**src/rtl/fxd_pkg.sv**
```systemverilog
// Shared types and constants for the fixup record stream decoder.
package fxd_pkg;

  typedef enum logic [2:0] {
    ST_OK         = 3'd0,
    ST_TRUNC      = 3'd1,
    ST_LIST       = 3'd2,
    ST_SRC_TYPE   = 3'd3,
    ST_BAD_OBJECT = 3'd4
  } status_t;

  typedef enum logic {
    OP_TABLE_WRITE = 1'b0,
    OP_RESULT      = 1'b1
  } op_t;

  typedef enum logic {
    REG_PAGE_BYTES    = 1'b0,
    REG_VALID_OBJECTS = 1'b1
  } reg_idx_t;

  localparam logic [7:0]  SRC_LIST_BIT    = 8'h20;
  localparam logic [7:0]  SRC_TYPE_MASK   = 8'h0f;
  localparam logic [7:0]  SRC_TYPE_OFF32  = 8'h07;
  localparam logic [7:0]  TGT_EXT_MASK    = 8'h03;
  localparam logic [7:0]  TGT_WIDE_ORD    = 8'h40;
  localparam logic [7:0]  TGT_OFF32       = 8'h10;

  localparam logic [16:0] PAGE_BYTES_RESET    = 17'd4096;
  localparam logic [4:0]  VALID_OBJECTS_RESET = 5'd0;

  localparam int CMD_QUEUE_DEPTH = 4;

  // One command from the parser to the execution side.
  typedef struct packed {
    op_t         op;
    status_t     status;
    logic        warn_ext;
    logic        warn_wide;
    logic [7:0]  slot;        // table slot to write, or object index to read
    logic [31:0] value;       // base address to write, or target offset
    logic [15:0] page;
    logic [15:0] src_offset;
  } cmd_t;

endpackage

```
**src/rtl/fxd_front.sv**
```systemverilog
// Record byte parser: tracks the record position and issues commands.
module fxd_front #(
  parameter int MAX_OBJECTS = 16
) (
  input  logic              clk,
  input  logic              rst,
  input  logic              accept,
  input  logic              func,
  input  logic [7:0]        data_byte,
  input  logic              last_in_page,
  input  logic [15:0]       page_in_object,
  input  logic [3:0]        object_slot,
  input  logic [31:0]       base_value,
  input  logic [4:0]        valid_objects,
  output logic              push,
  output fxd_pkg::cmd_t     cmd
);

  typedef enum logic [3:0] {
    P_SRC_FLAGS, P_TGT_FLAGS, P_SRC_LO, P_SRC_HI, P_OBJECT,
    P_TGT_0, P_TGT_1, P_TGT_2, P_TGT_3
  } pos_t;

  pos_t        pos, pos_next;
  logic [7:0]  source_flags, source_flags_next;
  logic [7:0]  target_flags, target_flags_next;
  logic [15:0] source_offset, source_offset_next;
  logic [7:0]  object_number, object_number_next;
  logic [23:0] target_offset, target_offset_next;
  logic        error_latched, error_latched_next;

  logic              do_fail, do_finish, fail_warn;
  fxd_pkg::status_t  fail_status;
  logic [31:0]       tgt_final;
  logic [7:0]        cur_tf;
  logic [8:0]        limit;
  logic              wide;

  assign limit = ({4'b0, valid_objects} < 9'(MAX_OBJECTS)) ? {4'b0, valid_objects}
                                                            : 9'(MAX_OBJECTS);
  assign wide   = (target_flags & fxd_pkg::TGT_OFF32) != 8'h00;
  // Warnings use the target flags as they stand after this byte.
  assign cur_tf = (pos == P_TGT_FLAGS) ? data_byte : target_flags;

  always_comb begin
    pos_next           = pos;
    source_flags_next  = source_flags;
    target_flags_next  = target_flags;
    source_offset_next = source_offset;
    object_number_next = object_number;
    target_offset_next = target_offset;
    error_latched_next = error_latched;
    do_fail            = 1'b0;
    do_finish          = 1'b0;
    fail_warn          = 1'b0;
    fail_status        = fxd_pkg::ST_OK;
    tgt_final          = '0;
    if (accept && func && !error_latched) begin
      unique case (pos)
        P_SRC_FLAGS: begin
          source_flags_next = data_byte;
          pos_next = P_TGT_FLAGS;
          if (last_in_page) begin
            do_fail = 1'b1;
            fail_status = fxd_pkg::ST_TRUNC;
          end
        end
        P_TGT_FLAGS: begin
          target_flags_next = data_byte;
          pos_next = P_SRC_LO;
          priority if ((source_flags & fxd_pkg::SRC_LIST_BIT) != 8'h00) begin
            do_fail = 1'b1;
            fail_status = fxd_pkg::ST_LIST;
          end else if ((source_flags & fxd_pkg::SRC_TYPE_MASK) != fxd_pkg::SRC_TYPE_OFF32) begin
            do_fail = 1'b1;
            fail_status = fxd_pkg::ST_SRC_TYPE;
          end else if (last_in_page) begin
            do_fail = 1'b1;
            fail_warn = 1'b1;
            fail_status = fxd_pkg::ST_TRUNC;
          end else begin
            // flags are fine; advance to the source offset
          end
        end
        P_SRC_LO: begin
          source_offset_next = {8'h00, data_byte};
          pos_next = P_SRC_HI;
        end
        P_SRC_HI: begin
          source_offset_next = {data_byte, source_offset[7:0]};
          pos_next = P_OBJECT;
        end
        P_OBJECT: begin
          object_number_next = data_byte;
          pos_next = P_TGT_0;
          if (data_byte == 8'h00 || {1'b0, data_byte} > limit) begin
            do_fail = 1'b1;
            fail_warn = 1'b1;
            fail_status = fxd_pkg::ST_BAD_OBJECT;
          end
        end
        P_TGT_0: begin
          target_offset_next = {16'h0000, data_byte};
          pos_next = P_TGT_1;
        end
        P_TGT_1: begin
          target_offset_next = {8'h00, data_byte, target_offset[7:0]};
          if (!wide) begin
            do_finish = 1'b1;
            tgt_final = {16'h0000, data_byte, target_offset[7:0]};
          end else begin
            pos_next = P_TGT_2;
          end
        end
        P_TGT_2: begin
          target_offset_next = {data_byte, target_offset[15:0]};
          pos_next = P_TGT_3;
        end
        P_TGT_3: begin
          do_finish = 1'b1;
          tgt_final = {data_byte, target_offset[23:0]};
        end
        default: pos_next = P_SRC_FLAGS;
      endcase
      // Truncation on middle bytes, lowest priority
      if (!do_fail && !do_finish && last_in_page &&
          pos != P_SRC_FLAGS && pos != P_TGT_FLAGS) begin
        do_fail = 1'b1;
        fail_warn = 1'b1;
        fail_status = fxd_pkg::ST_TRUNC;
      end
      if (do_fail) begin
        error_latched_next = 1'b1;
        pos_next = P_SRC_FLAGS;
      end
      if (do_finish) pos_next = P_SRC_FLAGS;
    end
  end

  always_comb begin
    push = accept && (!func || do_fail || do_finish);
    cmd  = '0;
    if (!func) begin
      cmd.op    = fxd_pkg::OP_TABLE_WRITE;
      cmd.slot  = {4'b0000, object_slot};
      cmd.value = base_value;
    end else begin
      cmd.op         = fxd_pkg::OP_RESULT;
      cmd.status     = do_fail ? fail_status : fxd_pkg::ST_OK;
      cmd.warn_ext   = (do_finish || fail_warn) && ((cur_tf & fxd_pkg::TGT_EXT_MASK) != 8'h00);
      cmd.warn_wide  = (do_finish || fail_warn) && ((cur_tf & fxd_pkg::TGT_WIDE_ORD) != 8'h00);
      cmd.slot       = object_number - 8'd1;
      cmd.value      = tgt_final;
      cmd.page       = page_in_object;
      cmd.src_offset = source_offset;
    end
  end

  always_ff @(posedge clk) begin
    if (rst) begin
      pos           <= P_SRC_FLAGS;
      source_flags  <= '0;
      target_flags  <= '0;
      source_offset <= '0;
      object_number <= '0;
      target_offset <= '0;
      error_latched <= 1'b0;
    end else begin
      pos           <= pos_next;
      source_flags  <= source_flags_next;
      target_flags  <= target_flags_next;
      source_offset <= source_offset_next;
      object_number <= object_number_next;
      target_offset <= target_offset_next;
      error_latched <= error_latched_next;
    end
  end

endmodule

```
**src/rtl/fxd_queue.sv**
```systemverilog
// Small command queue between the parser and the execution side.
module fxd_queue #(
  parameter int DEPTH = 4
) (
  input  logic           clk,
  input  logic           rst,
  input  logic           push,
  input  fxd_pkg::cmd_t  push_cmd,
  input  logic           pop,
  output logic           full,
  output logic           head_valid,
  output fxd_pkg::cmd_t  head_cmd
);

  localparam int PTR_W = (DEPTH > 1) ? $clog2(DEPTH) : 1;
  localparam int CNT_W = $clog2(DEPTH + 1);

  fxd_pkg::cmd_t    entries [DEPTH];
  logic [PTR_W-1:0] wr_ptr, rd_ptr;
  logic [CNT_W-1:0] count;

  assign full       = count == CNT_W'(DEPTH);
  assign head_valid = count != '0;
  assign head_cmd   = entries[rd_ptr];

  always_ff @(posedge clk) begin
    if (push) entries[wr_ptr] <= push_cmd;
  end

  always_ff @(posedge clk) begin
    if (rst) begin
      wr_ptr <= '0;
      rd_ptr <= '0;
      count  <= '0;
    end else begin
      if (push) wr_ptr <= (wr_ptr == PTR_W'(DEPTH - 1)) ? '0 : wr_ptr + 1'b1;
      if (pop)  rd_ptr <= (rd_ptr == PTR_W'(DEPTH - 1)) ? '0 : rd_ptr + 1'b1;
      if (push && !pop)      count <= count + 1'b1;
      else if (pop && !push) count <= count - 1'b1;
    end
  end

endmodule

```
**src/rtl/fxd_back.sv**
```systemverilog
// Execution side: base table, offset multiply, address add, result register.
module fxd_back #(
  parameter int MAX_OBJECTS = 16
) (
  input  logic           clk,
  input  logic           rst,
  input  logic           q_valid,
  input  fxd_pkg::cmd_t  q_cmd,
  output logic           q_pop,
  input  logic [16:0]    page_bytes,
  input  logic           out_ready,
  output logic           out_valid,
  output logic [31:0]    fixup_offset,
  output logic [31:0]    fixup_address,
  output logic [2:0]     status,
  output logic           warn_external,
  output logic           warn_wide_ordinal
);

  localparam int IDX_W = (MAX_OBJECTS > 1) ? $clog2(MAX_OBJECTS) : 1;

  logic [31:0] base_table [MAX_OBJECTS];

  logic              s1_valid;
  fxd_pkg::status_t  s1_status;
  logic              s1_warn_ext, s1_warn_wide;
  logic [31:0]       s1_prod, s1_base, s1_tgt;
  logic [15:0]       s1_src;

  fxd_pkg::status_t  out_status;
  logic [32:0]       prod_full;
  logic              adv_out, s1_free, is_write, load_s1, slot_ok;
  logic [31:0]       off_sum, addr_sum;

  assign is_write  = q_cmd.op == fxd_pkg::OP_TABLE_WRITE;
  assign adv_out   = s1_valid && (!out_valid || out_ready);
  assign s1_free   = !s1_valid || adv_out;
  // Table writes retire straight from the queue; results need stage 1 free.
  assign q_pop     = q_valid && (is_write || s1_free);
  assign load_s1   = q_pop && !is_write;
  assign slot_ok   = {1'b0, q_cmd.slot} < 9'(MAX_OBJECTS);
  assign prod_full = q_cmd.page * page_bytes;
  assign off_sum   = s1_prod + {{16{s1_src[15]}}, s1_src};
  assign addr_sum  = s1_base + s1_tgt;

  always_ff @(posedge clk) begin
    if (q_pop && is_write && slot_ok) base_table[q_cmd.slot[IDX_W-1:0]] <= q_cmd.value;
    if (load_s1) s1_base <= base_table[q_cmd.slot[IDX_W-1:0]];
  end

  always_ff @(posedge clk) begin
    if (load_s1) begin
      s1_status    <= q_cmd.status;
      s1_warn_ext  <= q_cmd.warn_ext;
      s1_warn_wide <= q_cmd.warn_wide;
      s1_prod      <= prod_full[31:0];
      s1_tgt       <= q_cmd.value;
      s1_src       <= q_cmd.src_offset;
    end
    if (adv_out) begin
      out_status        <= s1_status;
      warn_external     <= s1_warn_ext;
      warn_wide_ordinal <= s1_warn_wide;
      fixup_offset      <= (s1_status == fxd_pkg::ST_OK) ? off_sum : 32'h0;
      fixup_address     <= (s1_status == fxd_pkg::ST_OK) ? addr_sum : 32'h0;
    end
  end

  always_ff @(posedge clk) begin
    if (rst) begin
      s1_valid  <= 1'b0;
      out_valid <= 1'b0;
    end else begin
      if (load_s1)      s1_valid <= 1'b1;
      else if (adv_out) s1_valid <= 1'b0;
      if (adv_out)        out_valid <= 1'b1;
      else if (out_ready) out_valid <= 1'b0;
    end
  end

  assign status = out_status;

endmodule

```
**src/rtl/fixup_record_stream_decoder_top.sv**
```systemverilog
// Top level of the fixup record stream decoder.
// Takes one request per cycle, either a base table load (func 0) or one byte
// of the fixup record stream (func 1), and returns one result per completed
// record or per first error. The parser decodes every byte in the cycle it is
// accepted and hands table loads, finished records and errors to a four-entry
// command queue; the execution side reads the base table and multiplies page
// index by page size in one stage, then adds into the output register.
// Requests stall only when the command queue is full, which happens only
// while the result side is held off. Errors are sticky: after the first one,
// record bytes are dropped until reset while table loads still take effect.
// Configuration lives on an APB-style port: the page size in bytes at byte
// address 0, the number of valid objects at 4; write them only while no
// request is in flight.
module fixup_record_stream_decoder_top #(
  parameter int MAX_OBJECTS = 16
) (
  input  logic        clk,
  input  logic        rst,
  // configuration port
  input  logic        psel,
  input  logic        penable,
  input  logic        pwrite,
  input  logic [2:0]  paddr,
  input  logic [31:0] pwdata,
  output logic [31:0] prdata,
  output logic        pready,
  // request channel
  input  logic        in_valid,
  output logic        in_ready,
  input  logic        func,
  input  logic [7:0]  data_byte,
  input  logic        last_in_page,
  input  logic [15:0] page_in_object,
  input  logic [3:0]  object_slot,
  input  logic [31:0] base_value,
  // result channel
  output logic        out_valid,
  input  logic        out_ready,
  output logic [31:0] fixup_offset,
  output logic [31:0] fixup_address,
  output logic [2:0]  status,
  output logic        warn_external,
  output logic        warn_wide_ordinal
);

  logic [16:0]        page_bytes;
  logic [4:0]         valid_objects;
  fxd_pkg::reg_idx_t  reg_sel;
  logic               cfg_write;

  logic               accept, push, q_full, q_valid, q_pop;
  fxd_pkg::cmd_t      push_cmd, head_cmd;

  // Register select ignores the byte lane bits.
  assign reg_sel   = fxd_pkg::reg_idx_t'(paddr[2]);
  assign cfg_write = psel && penable && pwrite && pready;
  assign pready    = 1'b1;

  always_comb begin
    unique case (reg_sel)
      fxd_pkg::REG_PAGE_BYTES:    prdata = {15'h0000, page_bytes};
      fxd_pkg::REG_VALID_OBJECTS: prdata = {27'h0000000, valid_objects};
      default:                    prdata = 32'h0;
    endcase
  end

  always_ff @(posedge clk) begin
    if (rst) begin
      page_bytes    <= fxd_pkg::PAGE_BYTES_RESET;
      valid_objects <= fxd_pkg::VALID_OBJECTS_RESET;
    end else if (cfg_write) begin
      unique case (reg_sel)
        fxd_pkg::REG_PAGE_BYTES:    page_bytes    <= pwdata[16:0];
        fxd_pkg::REG_VALID_OBJECTS: valid_objects <= pwdata[4:0];
        default: ;
      endcase
    end
  end

  // Hold off new requests only when the command queue has no room.
  assign in_ready = !q_full;
  assign accept   = in_valid && in_ready;

  fxd_front #(.MAX_OBJECTS(MAX_OBJECTS)) u_front (
    .clk            (clk),
    .rst            (rst),
    .accept         (accept),
    .func           (func),
    .data_byte      (data_byte),
    .last_in_page   (last_in_page),
    .page_in_object (page_in_object),
    .object_slot    (object_slot),
    .base_value     (base_value),
    .valid_objects  (valid_objects),
    .push           (push),
    .cmd            (push_cmd)
  );

  fxd_queue #(.DEPTH(fxd_pkg::CMD_QUEUE_DEPTH)) u_queue (
    .clk        (clk),
    .rst        (rst),
    .push       (push),
    .push_cmd   (push_cmd),
    .pop        (q_pop),
    .full       (q_full),
    .head_valid (q_valid),
    .head_cmd   (head_cmd)
  );

  fxd_back #(.MAX_OBJECTS(MAX_OBJECTS)) u_back (
    .clk               (clk),
    .rst               (rst),
    .q_valid           (q_valid),
    .q_cmd             (head_cmd),
    .q_pop             (q_pop),
    .page_bytes        (page_bytes),
    .out_ready         (out_ready),
    .out_valid         (out_valid),
    .fixup_offset      (fixup_offset),
    .fixup_address     (fixup_address),
    .status            (status),
    .warn_external     (warn_external),
    .warn_wide_ordinal (warn_wide_ordinal)
  );

endmodule

```
**config.mk**
```make
export PLATFORM = sky130hd
export DESIGN_NAME = fixup_record_stream_decoder_top
export DESIGN_NICKNAME = d
export VERILOG_FILES = /design/src/rtl/fxd_pkg.sv /design/src/rtl/fxd_front.sv /design/src/rtl/fxd_queue.sv /design/src/rtl/fxd_back.sv /design/src/rtl/fixup_record_stream_decoder_top.sv
export SDC_FILE = /design/constraint.sdc
export NUM_CORES = 2
export LEC_CHECK = 0
export BUFFER_PORTS_ARGS = -buffer_cell sky130_fd_sc_hd__buf_2
export CAP_MARGIN = 20
export CORE_ASPECT_RATIO = 1.4
export CORE_MARGIN = 1.5
export CORE_UTILIZATION = 25
export DETAILED_ROUTE_END_ITERATION = 8
export GPL_ROUTABILITY_DRIVEN = 0
export PLACE_DENSITY_LB_ADDON = 0.25
export RECOVER_POWER = 50
export SETUP_SLACK_MARGIN = 0.1
export SLEW_MARGIN = 25
export SYNTH_ARGS = -nofsm -noshare
export SYNTH_HDL_FRONTEND = slang
export SYNTH_HIERARCHICAL = 1
export SYNTH_SLANG_ARGS = --single-unit
```
**constraint.sdc**
```tcl
create_clock -name clk -period 9.2 [get_ports clk]
set_clock_uncertainty 0.2 [all_clocks]
set_input_delay 1.38 -clock clk [delete_from_list [all_inputs] [get_ports clk]]
set_output_delay 1.38 -clock clk [all_outputs]
set_load 0.01 [all_outputs]
```
==> results.ini <==
[sta]
timing.setup.tns_ps = 0
setup-violations-final = 0
finalCritPeriodShare_pct = 87.2
hold_viol_final = 0
slew_headroom_pct = -180
grt_setup_unrepaired = false
postLayoutSetupSlackWorst_ps = 1170
worst_slew_pin_slew_ps = 4200
timing.final.max_slew_violations = 293
finalWorstPathRequiredPeriod_ps = 8030
clock.fmax_mhz = 125

[synth]
yosys_register_bits = 1105
synthDominantAreaCellType = edfxtp_1
synthesis.instances = 3541
avgSynthCellArea_sq_um = 15.3
post_synth_edffs = 1010
synth-seq-area-share_pct = 59.6
post_synth_num_cell_types = 93
synth_top_area_share_pct = 56.1
synthMostInstantiatedCell = edfxtp_1
synth_top_flop_cell = edfxtp_1
netlist_top_cells_count = edfxtp_1, inv_1, nand2_1, mux4_2, fa_1
synth_top_cells_by_area = edfxtp_1, mux4_2, fa_1
synthArstFlopShare_pct = 0
ys_warn_count = 6
mapped_area_sq_um = 54100

[critical_path]
critical-path-slowest-cell = dfxtp_1
worst_path_largest_cell_delay_ps = 1020
worst-setup-path-type = reg2reg
timing.critical_path.to_type = flop
cp_top_family = adder cells
startpoint_type = flop
path_buf_inv = 3
crit_chain = buf_4 > mux4_2 > and2_1 > fa_1 > fa_1 > fa_1 > fa_1 > fa_1 > inv_1 > fa_1 > inv_1 > ha_1 > a21o_1 > a21o_1 > a21oi_1 > nor2_1 > a211oi_1 > o21ai_0 > xor2_1
critical_path_required_ps = 9450
timing.reg2reg.setup_slack_ps = 1170
arrival_ps = 8280
critPathMaxFanout = 23
critical_path.most_common_cell = fa_1

[clock_network]
clock_buffers_created_by_tritoncts = 112
clk_transition_reported_paths_ps = 60
numClockSinks = 1105
tritoncts = yes
cts_repair_resize_count = 0
insertion_delay_ps = 770
clk_path_buf_depth = 3
clock_tree.htree_level_count = 3
clock_tree.root_cell = clkbuf_16
cts-hold-fix-buffers = 0
cts.repair_timing.setup_buffer_count = 0

[worst_hold_path]
worst_hold_path_type = reg2reg
holdCritStartpoint = u_back/s1_warn_ext$_DFFE_PP_

[global_routing]
maximum_number_of_pins_on_one_net_before_global_route_repair = 78
first_global_vias = 31800
antenna_found_initial = 19
globalRoute.totalOverflow = 0
grt_pass1_wl_um = 212000
grt_usage_pct = 13.0

[floorplanning]
core_area_sq_um = 215000
die_h_um = 553
floorplan.initialDensity_pct = 25.2
design.portCount = 208
die_outline_area_sq_um = 219000
die_width_um = 396
num_rows = 201

[power]
power.static_leakage_uw = 0.0217
power-per-cell-area_nw_per_um2 = 300
max-vdd-ir-drop_mv = 0.175

[routing]
route.antenna.remaining_nets = 0
wl_per_cell_um = 21.5
drcViolationCount = 0
via_count = 29800
routed_wirelength_um = 143000
dr.first_iter.drc_count = 2052
first_pass_drt_iterations = 6
post_drt_via_cell_ratio = 4.48

[placed_design]
portBuffers = 174
place_area_sq_um = 58100
preCtsSetupSlack_ps = 1660
post-dp-hpwl_um = 92400

[job]
cap_viol_max_count = 8

[cells_and_area]
fillCellCount = 21600
drive_gt1_share_pct = 15.9
area_growth_pct = 14.2
seq_area_sq_um = 32200
multi_input_comb_area_sq_um = 20000
layout.nets = 4193
post_layout_instance_area_sq_um = 61700

[run_status]
run_status = finished with violations
failed_checks = capacitance limit, slew limit

[logic make-up after synthesis]
| kind of cell | synth area share, % |
|---|---|
| other | 0.0139 |
| buffers and inverters | 3.61 |
| adders and majority gates | 11.8 |
| DFF | 59.6 |
| and+or+nand+nor | 7.42 |
| muxes | 11.0 |
| xor gates and xnor gates | 1.46 |
| AOI/OAI and AO/OA | 5.06 |
[worst register-to-register path, delay by kind of cell (launching register included)]
family                   cells  cell delay [ps]
adder cells (fa/ha/maj)      7             3290
AO/OA/AOI/OAI                5             1110
flip-flops                   1             1020
multiplexers                 1              840
buffers and inverters        3              680
AND/OR/NAND/NOR              2              420
XOR/XNOR                     1              170
[state kept, by name (all words and copies together) (netlist names), 17 cells and up, named ones only]
signal,cells
u_back/base_table,512
u_queue/entries,312
u_back/fixup_address,32
u_back/fixup_offset,32
u_back/s1_base,32
u_back/s1_prod,32
u_back/s1_tgt,32
u_front/target_offset,24
page_bytes,17
[where the power goes]
group	internal, uW	total (uW)	switching, uW
registers	6630	6920	290
logic	2660	6940	4290
clock network	2590	4620	2030
total	11900	18500	6610
[final cells by class]
| type | instances | area share [%] |
|---|---|---|
| Clock inverter | 66 | 1.05 |
| Inverter | 270 | 1.64 |
| Sequential cell | 1105 | 52.2 |
| Clock buffer | 142 | 5.06 |
| Timing Repair Buffer | 218 | 1.76 |
| Tap cell | 2842 | 5.76 |
| Multi-Input combinational cell | 1997 | 32.5 |
| Antenna cell | 2 | 0.00811 |
[cells in the final DEF, fill, tap and decap left out, types with 13 or more instances in the layout]
master / n
clkinv_2: 23
clkbuf_1: 96
edfxtp_1: 1010
clkbuf_16: 118
dfxtp_1: 94
nor2_4: 13
xor2_1: 41
clkinv_1: 15
and2_1: 125
a22o_1: 24
nand4_1: 16
nand2_1: 248
mux2i_1: 51
nand3_1: 41
a21oi_1: 117
a21o_1: 47
nand2b_1: 49
nor3_1: 30
mux4_2: 236
ha_1: 175
and2_0: 36
o21bai_1: 18
a22oi_1: 16
nor2_1: 164
o21ai_0: 64
buf_4: 35
inv_1: 270
xnor2_1: 49
nor2b_1: 26
buf_2: 102
fa_1: 210
conb_1: 16
[layer usage]
metal  up-vias  track usage, %  routed length (um)
met4        10            3.29                2670
met1     15600            17.6               65500
met3       181            1.75                5390
li1      13400               -                   -
met5         -               0                  57
met2       628            21.7               69300
[path summary, 6_finish.rpt]
path,to,cells past startpoint
worst min register to register,u_back/warn_external$_DFFE_PP_,0
worst max register to register,u_back/s1_prod[28]$_DFFE_PP_,19
worst max-delay path,u_back/s1_prod[28]$_DFFE_PP_,19
worst min-delay path,u_back/warn_external$_DFFE_PP_,0
[metrics by stage]
step	std cells	power (uW)	hold WS, ps	util (%)
floorplan	3555	12000	200	-
global placement	6432	14100	204	27.1
detailed placement	6432	14100	216	27.1
CTS	6640	18900	246	28.8
global route	6641	19600	248	28.8
finish	6642	18500	242	28.8
(Power assumes the default switching activity.)
